File: src/hw/rtl/ehw_pkg.sv
// ----------------------------------------------------------------------------
// ehw_pkg
// Types, codes and helpers shared by the IPv6 extension header walker.
// ----------------------------------------------------------------------------
package ehw_pkg;

  localparam logic [7:0] NH_HOPOPTS  = 8'd0;
  localparam logic [7:0] NH_ROUTING  = 8'd43;
  localparam logic [7:0] NH_FRAGMENT = 8'd44;
  localparam logic [7:0] NH_ESP      = 8'd50;
  localparam logic [7:0] NH_AH       = 8'd51;
  localparam logic [7:0] NH_DSTOPTS  = 8'd60;

  typedef enum logic [1:0] {
    ST_UPPER     = 2'd0,
    ST_TRUNCATED = 2'd1,
    ST_BADLEN    = 2'd2,
    ST_FRAGMENT  = 2'd3
  } walk_status_t;

  typedef struct packed {
    logic [7:0] payload_byte;
    logic       start_of_payload;
    logic [7:0] initial_next_header;
    logic       end_of_payload;
  } in_item_t;

  typedef struct packed {
    logic [7:0]  cur_nh;
    logic [7:0]  pend_nh;
    logic [11:0] pos;
    logic [11:0] hdr_len;
    logic [15:0] hdr_start;
    logic [15:0] byte_off;
    logic        done;
  } walk_state_t;

  function automatic logic is_extension(input logic [7:0] nh);
    return (nh == NH_HOPOPTS) || (nh == NH_ROUTING) || (nh == NH_DSTOPTS) ||
           (nh == NH_FRAGMENT) || (nh == NH_AH) || (nh == NH_ESP);
  endfunction

  // AH: (len+2)*4, others: (len+1)*8; both fit in 12 bits
  function automatic logic [11:0] hdr_bytes(input logic [7:0] nh, input logic [7:0] len);
    logic [8:0] ah_sum;
    logic [8:0] ext_sum;
    ah_sum  = {1'b0, len} + 9'd2;
    ext_sum = {1'b0, len} + 9'd1;
    if (nh == NH_AH) begin
      return {1'b0, ah_sum, 2'b00};
    end
    return {ext_sum, 3'b000};
  endfunction

endpackage

File: src/hw/rtl/ehw_if.sv
// ----------------------------------------------------------------------------
// ehw interfaces
// Valid/ready channels for payload bytes and walk results.
// ----------------------------------------------------------------------------
interface ehw_in_if;
  logic       valid;
  logic       ready;
  logic [7:0] payload_byte;
  logic       start_of_payload;
  logic [7:0] initial_next_header;
  logic       end_of_payload;

  modport source (output valid, payload_byte, start_of_payload, initial_next_header,
                  end_of_payload, input ready);
  modport sink   (input valid, payload_byte, start_of_payload, initial_next_header,
                  end_of_payload, output ready);
endinterface

interface ehw_out_if;
  logic        valid;
  logic        ready;
  logic [7:0]  final_protocol;
  logic [1:0]  walk_status;
  logic [15:0] upper_offset;

  modport source (output valid, final_protocol, walk_status, upper_offset, input ready);
  modport sink   (input valid, final_protocol, walk_status, upper_offset, output ready);
endinterface

File: src/hw/rtl/ehw_in_reg.sv
// ----------------------------------------------------------------------------
// ehw_in_reg
// Input register: holds one payload byte transaction for the walk stage.
// ----------------------------------------------------------------------------
module ehw_in_reg
  import ehw_pkg::*;
(
  input  logic     clk,
  input  logic     rst,
  ehw_in_if.sink   payload,
  output in_item_t item,
  output logic     item_valid,
  input  logic     item_take
);

  logic accept;

  assign payload.ready = !item_valid || item_take;
  assign accept        = payload.valid && payload.ready;

  always_ff @(posedge clk) begin
    if (rst) begin
      item_valid <= 1'b0;
    end else if (accept) begin
      item_valid <= 1'b1;
    end else if (item_take) begin
      item_valid <= 1'b0;
    end
  end

  always_ff @(posedge clk) begin
    if (accept) begin
      item.payload_byte        <= payload.payload_byte;
      item.start_of_payload    <= payload.start_of_payload;
      item.initial_next_header <= payload.initial_next_header;
      item.end_of_payload      <= payload.end_of_payload;
    end
  end

endmodule

File: src/hw/rtl/ehw_walk.sv
// ----------------------------------------------------------------------------
// ehw_walk
// Per-byte chain walk state update and the result register.
// ----------------------------------------------------------------------------
module ehw_walk
  import ehw_pkg::*;
(
  input  logic     clk,
  input  logic     rst,
  input  in_item_t item,
  input  logic     item_valid,
  output logic     item_take,
  ehw_out_if.source result
);

  walk_state_t  st;
  walk_state_t  st_next;
  logic         emit;
  logic [7:0]   res_proto;
  walk_status_t res_status;
  logic [15:0]  res_off;
  logic [15:0]  here;
  logic [11:0]  len_now;

  assign item_take = item_valid && (!result.valid || result.ready);

  always_comb begin
    st_next    = st;
    emit       = 1'b0;
    res_proto  = st.cur_nh;
    res_status = ST_UPPER;
    res_off    = st.hdr_start;
    here       = st.byte_off;
    len_now    = st.hdr_len;
    if (item_take) begin
      if (item.start_of_payload) begin
        st_next.cur_nh    = item.initial_next_header;
        st_next.pend_nh   = '0;
        st_next.pos       = '0;
        st_next.hdr_len   = '0;
        st_next.hdr_start = '0;
        st_next.byte_off  = '0;
        st_next.done      = 1'b0;
      end
      if (item.start_of_payload && !is_extension(item.initial_next_header)) begin
        emit         = 1'b1;
        res_proto    = item.initial_next_header;
        res_status   = ST_UPPER;
        res_off      = '0;
        st_next.done = 1'b1;
      end else if (!st_next.done) begin
        here             = st_next.byte_off;
        st_next.byte_off = here + 16'd1;
        if (st_next.pos == '0) begin
          st_next.pend_nh = item.payload_byte;
          if (item.end_of_payload) begin
            emit         = 1'b1;
            res_proto    = st_next.cur_nh;
            res_status   = ST_TRUNCATED;
            res_off      = st_next.hdr_start;
            st_next.done = 1'b1;
          end else begin
            st_next.pos = 12'd1;
          end
        end else begin
          len_now = (st_next.pos == 12'd1) ? hdr_bytes(st_next.cur_nh, item.payload_byte)
                                           : st_next.hdr_len;
          st_next.hdr_len = len_now;
          if (({1'b0, st_next.pos} + 13'd1) == {1'b0, len_now}) begin
            if (st_next.cur_nh == NH_FRAGMENT) begin
              emit         = 1'b1;
              res_proto    = st_next.cur_nh;
              res_status   = ST_FRAGMENT;
              res_off      = st_next.hdr_start;
              st_next.done = 1'b1;
            end else begin
              st_next.cur_nh    = st_next.pend_nh;
              st_next.hdr_start = here + 16'd1;
              st_next.pos       = '0;
              st_next.hdr_len   = '0;
              res_proto         = st_next.pend_nh;
              res_off           = here + 16'd1;
              if (!is_extension(st_next.pend_nh)) begin
                emit         = 1'b1;
                res_status   = ST_UPPER;
                st_next.done = 1'b1;
              end else if (item.end_of_payload) begin
                emit         = 1'b1;
                res_status   = ST_TRUNCATED;
                st_next.done = 1'b1;
              end
            end
          end else if (item.end_of_payload) begin
            emit         = 1'b1;
            res_proto    = st_next.cur_nh;
            res_status   = ST_BADLEN;
            res_off      = st_next.hdr_start;
            st_next.done = 1'b1;
          end else begin
            st_next.pos = st_next.pos + 12'd1;
          end
        end
      end
    end
  end

  always_ff @(posedge clk) begin
    if (rst) begin
      st <= '{cur_nh: '0, pend_nh: '0, pos: '0, hdr_len: '0, hdr_start: '0,
              byte_off: '0, done: 1'b1};
    end else begin
      st <= st_next;
    end
  end

  always_ff @(posedge clk) begin
    if (rst) begin
      result.valid <= 1'b0;
    end else if (item_take && emit) begin
      result.valid <= 1'b1;
    end else if (result.ready) begin
      result.valid <= 1'b0;
    end
  end

  always_ff @(posedge clk) begin
    if (item_take && emit) begin
      result.final_protocol <= res_proto;
      result.walk_status    <= res_status;
      result.upper_offset   <= res_off;
    end
  end

endmodule

File: src/hw/rtl/ipv6_ext_header_walker_unit.sv
// ----------------------------------------------------------------------------
// ipv6_ext_header_walker_unit
// Walks the IPv6 extension header chain over the payload byte stream.
// ----------------------------------------------------------------------------
// Usage:
//   payload: one payload byte per transaction; start_of_payload marks the
//     first byte and carries the fixed header's next-header value,
//     end_of_payload marks the last byte.
//   result: one transaction per packet with the final protocol, walk
//     status and the byte offset of the stopping header.
//   Throughput is one byte per cycle while the result receiver does not
//   stall. A result is registered: the byte that ends the walk passes the
//   input register, then the result register. Bytes after the result and
//   before the next start are dropped; a new start abandons an unfinished
//   walk without a result. Reset leaves the walker idle, waiting for a start
//   byte, with no result pending. While the result receiver stalls, one more
//   byte is held in the input register; further bytes wait on payload.ready.
// ----------------------------------------------------------------------------
module ipv6_ext_header_walker_unit
  import ehw_pkg::*;
(
  input  logic       clk,
  input  logic       rst,
  ehw_in_if.sink     payload,
  ehw_out_if.source  result
);

  in_item_t item;
  logic     item_valid;
  logic     item_take;

  ehw_in_reg u_in_reg (
    .clk        (clk),
    .rst        (rst),
    .payload    (payload),
    .item       (item),
    .item_valid (item_valid),
    .item_take  (item_take)
  );

  ehw_walk u_walk (
    .clk        (clk),
    .rst        (rst),
    .item       (item),
    .item_valid (item_valid),
    .item_take  (item_take),
    .result     (result)
  );

endmodule
File: src/flat_wrapper.sv
// flat-port wrapper written by rule: the top's interface ports become plain ports
module ipv6_ext_header_walker_unit_flat import ehw_pkg::*;
  (clk, rst, payload_valid, payload_payload_byte, payload_start_of_payload, payload_initial_next_header, payload_end_of_payload, payload_ready, result_valid, result_final_protocol, result_walk_status, result_upper_offset, result_ready);
  ehw_in_if payload_i ();
  ehw_out_if result_i ();
  input  logic clk;
  input  logic rst;
  input wire logic [$bits(payload_i.valid)-1:0] payload_valid;
  input wire logic [$bits(payload_i.payload_byte)-1:0] payload_payload_byte;
  input wire logic [$bits(payload_i.start_of_payload)-1:0] payload_start_of_payload;
  input wire logic [$bits(payload_i.initial_next_header)-1:0] payload_initial_next_header;
  input wire logic [$bits(payload_i.end_of_payload)-1:0] payload_end_of_payload;
  output wire logic [$bits(payload_i.ready)-1:0] payload_ready;
  output wire logic [$bits(result_i.valid)-1:0] result_valid;
  output wire logic [$bits(result_i.final_protocol)-1:0] result_final_protocol;
  output wire logic [$bits(result_i.walk_status)-1:0] result_walk_status;
  output wire logic [$bits(result_i.upper_offset)-1:0] result_upper_offset;
  input wire logic [$bits(result_i.ready)-1:0] result_ready;
  assign payload_i.valid = payload_valid;
  assign payload_i.payload_byte = payload_payload_byte;
  assign payload_i.start_of_payload = payload_start_of_payload;
  assign payload_i.initial_next_header = payload_initial_next_header;
  assign payload_i.end_of_payload = payload_end_of_payload;
  assign payload_ready = payload_i.ready;
  assign result_valid = result_i.valid;
  assign result_final_protocol = result_i.final_protocol;
  assign result_walk_status = result_i.walk_status;
  assign result_upper_offset = result_i.upper_offset;
  assign result_i.ready = result_ready;
  ipv6_ext_header_walker_unit u_core (.clk(clk), .rst(rst), .payload(payload_i), .result(result_i));
endmodule
File: config.mk
export PLATFORM = sky130hd
export DESIGN_NAME = ipv6_ext_header_walker_unit_flat
export DESIGN_NICKNAME = d
export VERILOG_FILES = /design/src/hw/rtl/ehw_pkg.sv /design/src/hw/rtl/ehw_if.sv /design/src/hw/rtl/ehw_in_reg.sv /design/src/hw/rtl/ehw_walk.sv /design/src/hw/rtl/ipv6_ext_header_walker_unit.sv /design/src/flat_wrapper.sv
export SDC_FILE = /design/constraint.sdc
export NUM_CORES = 1
export LEC_CHECK = 0
export ABC_AREA = 1
export BUFFER_PORTS_ARGS = -buffer_cell sky130_fd_sc_hd__buf_2
export CORE_AREA = 3 3 170 213
export DETAILED_ROUTE_END_ITERATION = 6
export DIE_AREA = 0 0 173 216
export PLACE_DENSITY_LB_ADDON = 0.12
export SETUP_SLACK_MARGIN = 0.1
export SLEW_MARGIN = 20
export SYNTH_ARGS = -nofsm -noshare
export SYNTH_HDL_FRONTEND = slang
export SYNTH_SLANG_ARGS = --single-unit
File: constraint.sdc
create_clock -name clk -period 5.7 [get_ports clk]
set_clock_uncertainty 0.05 [all_clocks]
set_input_delay 0.57 -clock clk [delete_from_list [all_inputs] [get_ports clk]]
set_output_delay 0.57 -clock clk [all_outputs]
set_load 0.01 [all_outputs]
==> results.toml <==
[placed_design]
portBuffers = 49
place.gp.congestion = 0.8493
dpl.hpwl_um = 20350
dp_worst_setup_slack_ns = 1.192
placed_cells = 1825

[logic_synthesis]
syn_avg_cell_area_um2 = 6.292
synthTopCellsByCount = "499 x nand2_1, 130 x inv_1, 117 x nand3_1"
synth_area_leaders = "nand2_1 22%, dfxtp_1 18%, edfxtp_1 15%, nand3_1 6.8%, a21oi_1 6.3%"
synth_top_area_share_pct = 21.91
ys.flop_type = "dfxtp_1"
syn-num-nets = 1386
ys_warn_count = 0
syn_area_mm2 = 0.008551
async_flop_share_pct = 0
netlist_instances = 1359
synth.distinct_cells = 46
seq_area_frac_synth_pct = 33.01
yosysMostFrequentCell = "nand2_1"
synth_edf_count = 44
ys_ff_latch = 119
yosysTopAreaCell = "nand2_1"

[finish]
fillers = 3907
n_antenna_cell = 0
syn_to_final_growth_pct = 13.99
drive_above_1_share_pct = 10.94
layout.cells.non_filler = 1857
nets = 1403

[clock_network]
clk_latency_ns = 0.43
post_cts_buffers = 0
numCtsBuffers = 17
cts_root_buffer = "clkbuf_16"
cts-resized-gates = 0
hold_buffers = 0
cts.reportedPaths.clkPinSlew_ns = 0.06
cts_buffer_depth = 2
htree_levels = 4
cts_tree = "done"
cts.sinks = 119

[global_route]
grt_overflow = 0
grt_pass1_wl_um = 46650
grt_pass1_vias = 8413
grt_max_degree = 65
antenna_found_initial = 0
grt_usage_pct = 15.74

[route]
wirelength_um = 29230
drc_errors = 0
antenna_left = 0
drt_pass1_iterations = 5
avgRoutedWirePerCell_um = 15.74
drt_iter0_drc = 491
vias = 8554
detail_route.vias_per_cell = 4.606

[pwr]
p_leak_nw = 4.128
powerDensity_mw_per_mm2 = 232.4
ir_drop_v = 0.0001763
power.total_w = 0.002265

[floorplan]
initial_utilization_pct = 24.84
row_count = 76
die_area_mm2 = 0.03737
fp.dieW_um = 173
die_y_um = 216
io_pins = 50
fp.coreArea_mm2 = 0.03442

[sta]
final.min_clock_period_ns = 4.525
rsz0062_at_grt = "no"
worst_slack_ns = 1.175
hold_violations = 0
tightestPinTransition_ns = 0.8935
setup_viol_count_final = 0
tns_ns = 0
hold_ws_ns = 0.2630
max_freq_mhz = 221.0
max_slew_margin_pct = 40.43
finalMaxSlewViolations = 0
post-route-period-util_pct = 79.38

[status]
status = "finished, final reports clean"

[worst_hold_path]
hold_class = "input port to flop"
min_to = "u_core.u_in_reg.item[14]"
min_path_cells = 1
worstHoldStart = "payload_payload_byte[4]"

[critical_path]
cp.arrival_ns = 4.66
r2r_setup_slack_ns = 1.18
reg2reg_to = "u_core.u_walk.result.upper_offset[3]"
worst_r2r_path_depth = 19
crit_path_max_fanout = 57
critPathLaunchType = "flop"
worst-setup-path-type = "flop to flop"
cp_data_required_time_ns = 5.84
end_kind = "flop"
reg2reg_from = "u_core.u_in_reg.item[9]"

[job]
max_cap_viol_count = 0
[state kept, by name (all words and copies together) (netlist names)]
name and flops:
u_core.u_in_reg.item 18, u_core.u_walk.result.final_protocol 8, u_core.u_walk.result.walk_status 2, u_core.u_walk.result.valid 1
u_core.u_walk.st 73, u_core.u_walk.result.upper_offset 16, u_core.u_in_reg.item_valid 1
[report_power, final]
group	switching, W	internal [W]
registers	0.0000204	0.000906
clock network	0.000438	0.000657
logic	0.000177	0.0000658
[how the worst max path moves through the flow]
stage / from / end / slack, ns / depth (start not counted)
finish: u_core.u_in_reg.item[9] / u_core.u_walk.result.upper_offset[3] / 1.18 / 19
global route: u_core.u_in_reg.item[9] / u_core.u_walk.result.upper_offset[4] / 0.71 / 19
CTS: u_core.u_in_reg.item[9] / u_core.u_walk.result.upper_offset[3] / 1.19 / 19
detailed placement: u_core.u_in_reg.item[9] / u_core.u_walk.result.upper_offset[3] / 1.19 / 19
global placement: u_core.u_in_reg.item[9] / u_core.u_walk.result.upper_offset[9] / 1.23 / 19
floorplan: u_core.u_in_reg.item[9] / u_core.u_walk.result.final_protocol[0] / 2.08 / 20
[layer usage]
layer,GRT usage (%),share of wire [%],vias to the layer above
met4,4.164,1.3,0
met3,2.235,2.2,22
met2,28.30,50,114
met5,0,0,-
li1,-,-,4451
met1,19.69,47,3967
[worst max-delay path: stages (launching register included)]
cell and delay [ns]:
edfxtp_1 0.42, inv_4 0.55, nand2_1 0.27, nand2_1 0.20, nor2_4 0.05, nand3_4 0.18, clkinv_2 0.22, nand3_1 0.20
nand2_1 0.09, inv_1 0.08, nand2_1 0.11, nand3_1 0.12, nor2_2 0.13, nand3_4 0.12, buf_4 0.48, clkinv_2 0.42
o21ai_0 0.25, nand3_1 0.12, nand2_1 0.09, nand2_1 0.04
[cell families (layout without fill, tap and decap cells)]
family                     after synthesis  in the layout  synth area share (%)
DFF                                    119            119                 33.01
buffers and inverters                  205            235                 10.14
xor gates and xnor gates                20             20                 2.049
AOI/OAI and AO/OA                      214            214                 13.71
and+or+nand+nor                        796            796                 40.36
adders and majority gates                5              5                0.7316
[cell type report]
class | count | area (um2) | share of cell area [%]
tap | 468 | 585.6 | 6.008
sequential | 119 | 2823 | 28.96
timing repair buffer | 64 | 357.8 | 3.671
multi-input combinational | 1035 | 4866 | 49.92
clock inverter | 14 | 148.9 | 1.528
inverter | 139 | 526.8 | 5.404
clock buffer | 18 | 439.2 | 4.506
[placed cells by master, fill, tap and decap left out, types with 15 or more instances in the layout]
master / Yosys / routed
a21oi_1: 107 / 107
inv_1: 130 / 130
nor2_1: 101 / 101
nand3_1: 117 / 117
buf_4: 3 / 15
buf_2: 5 / 49
dfxtp_1: 75 / 75
clkbuf_16: 0 / 17
o21ai_0: 59 / 59
nand2_1: 499 / 497
xor2_1: 18 / 18
nand4_1: 24 / 24
edfxtp_1: 44 / 44
[through the flow]
stage	util [%]	cell area, um2
floorplan	-	8551
global placement	26.61	9159
detailed placement	26.61	9159
CTS	28.31	9747
global route	28.31	9747
finish	28.31	9747
(Power assumes the default switching activity.)
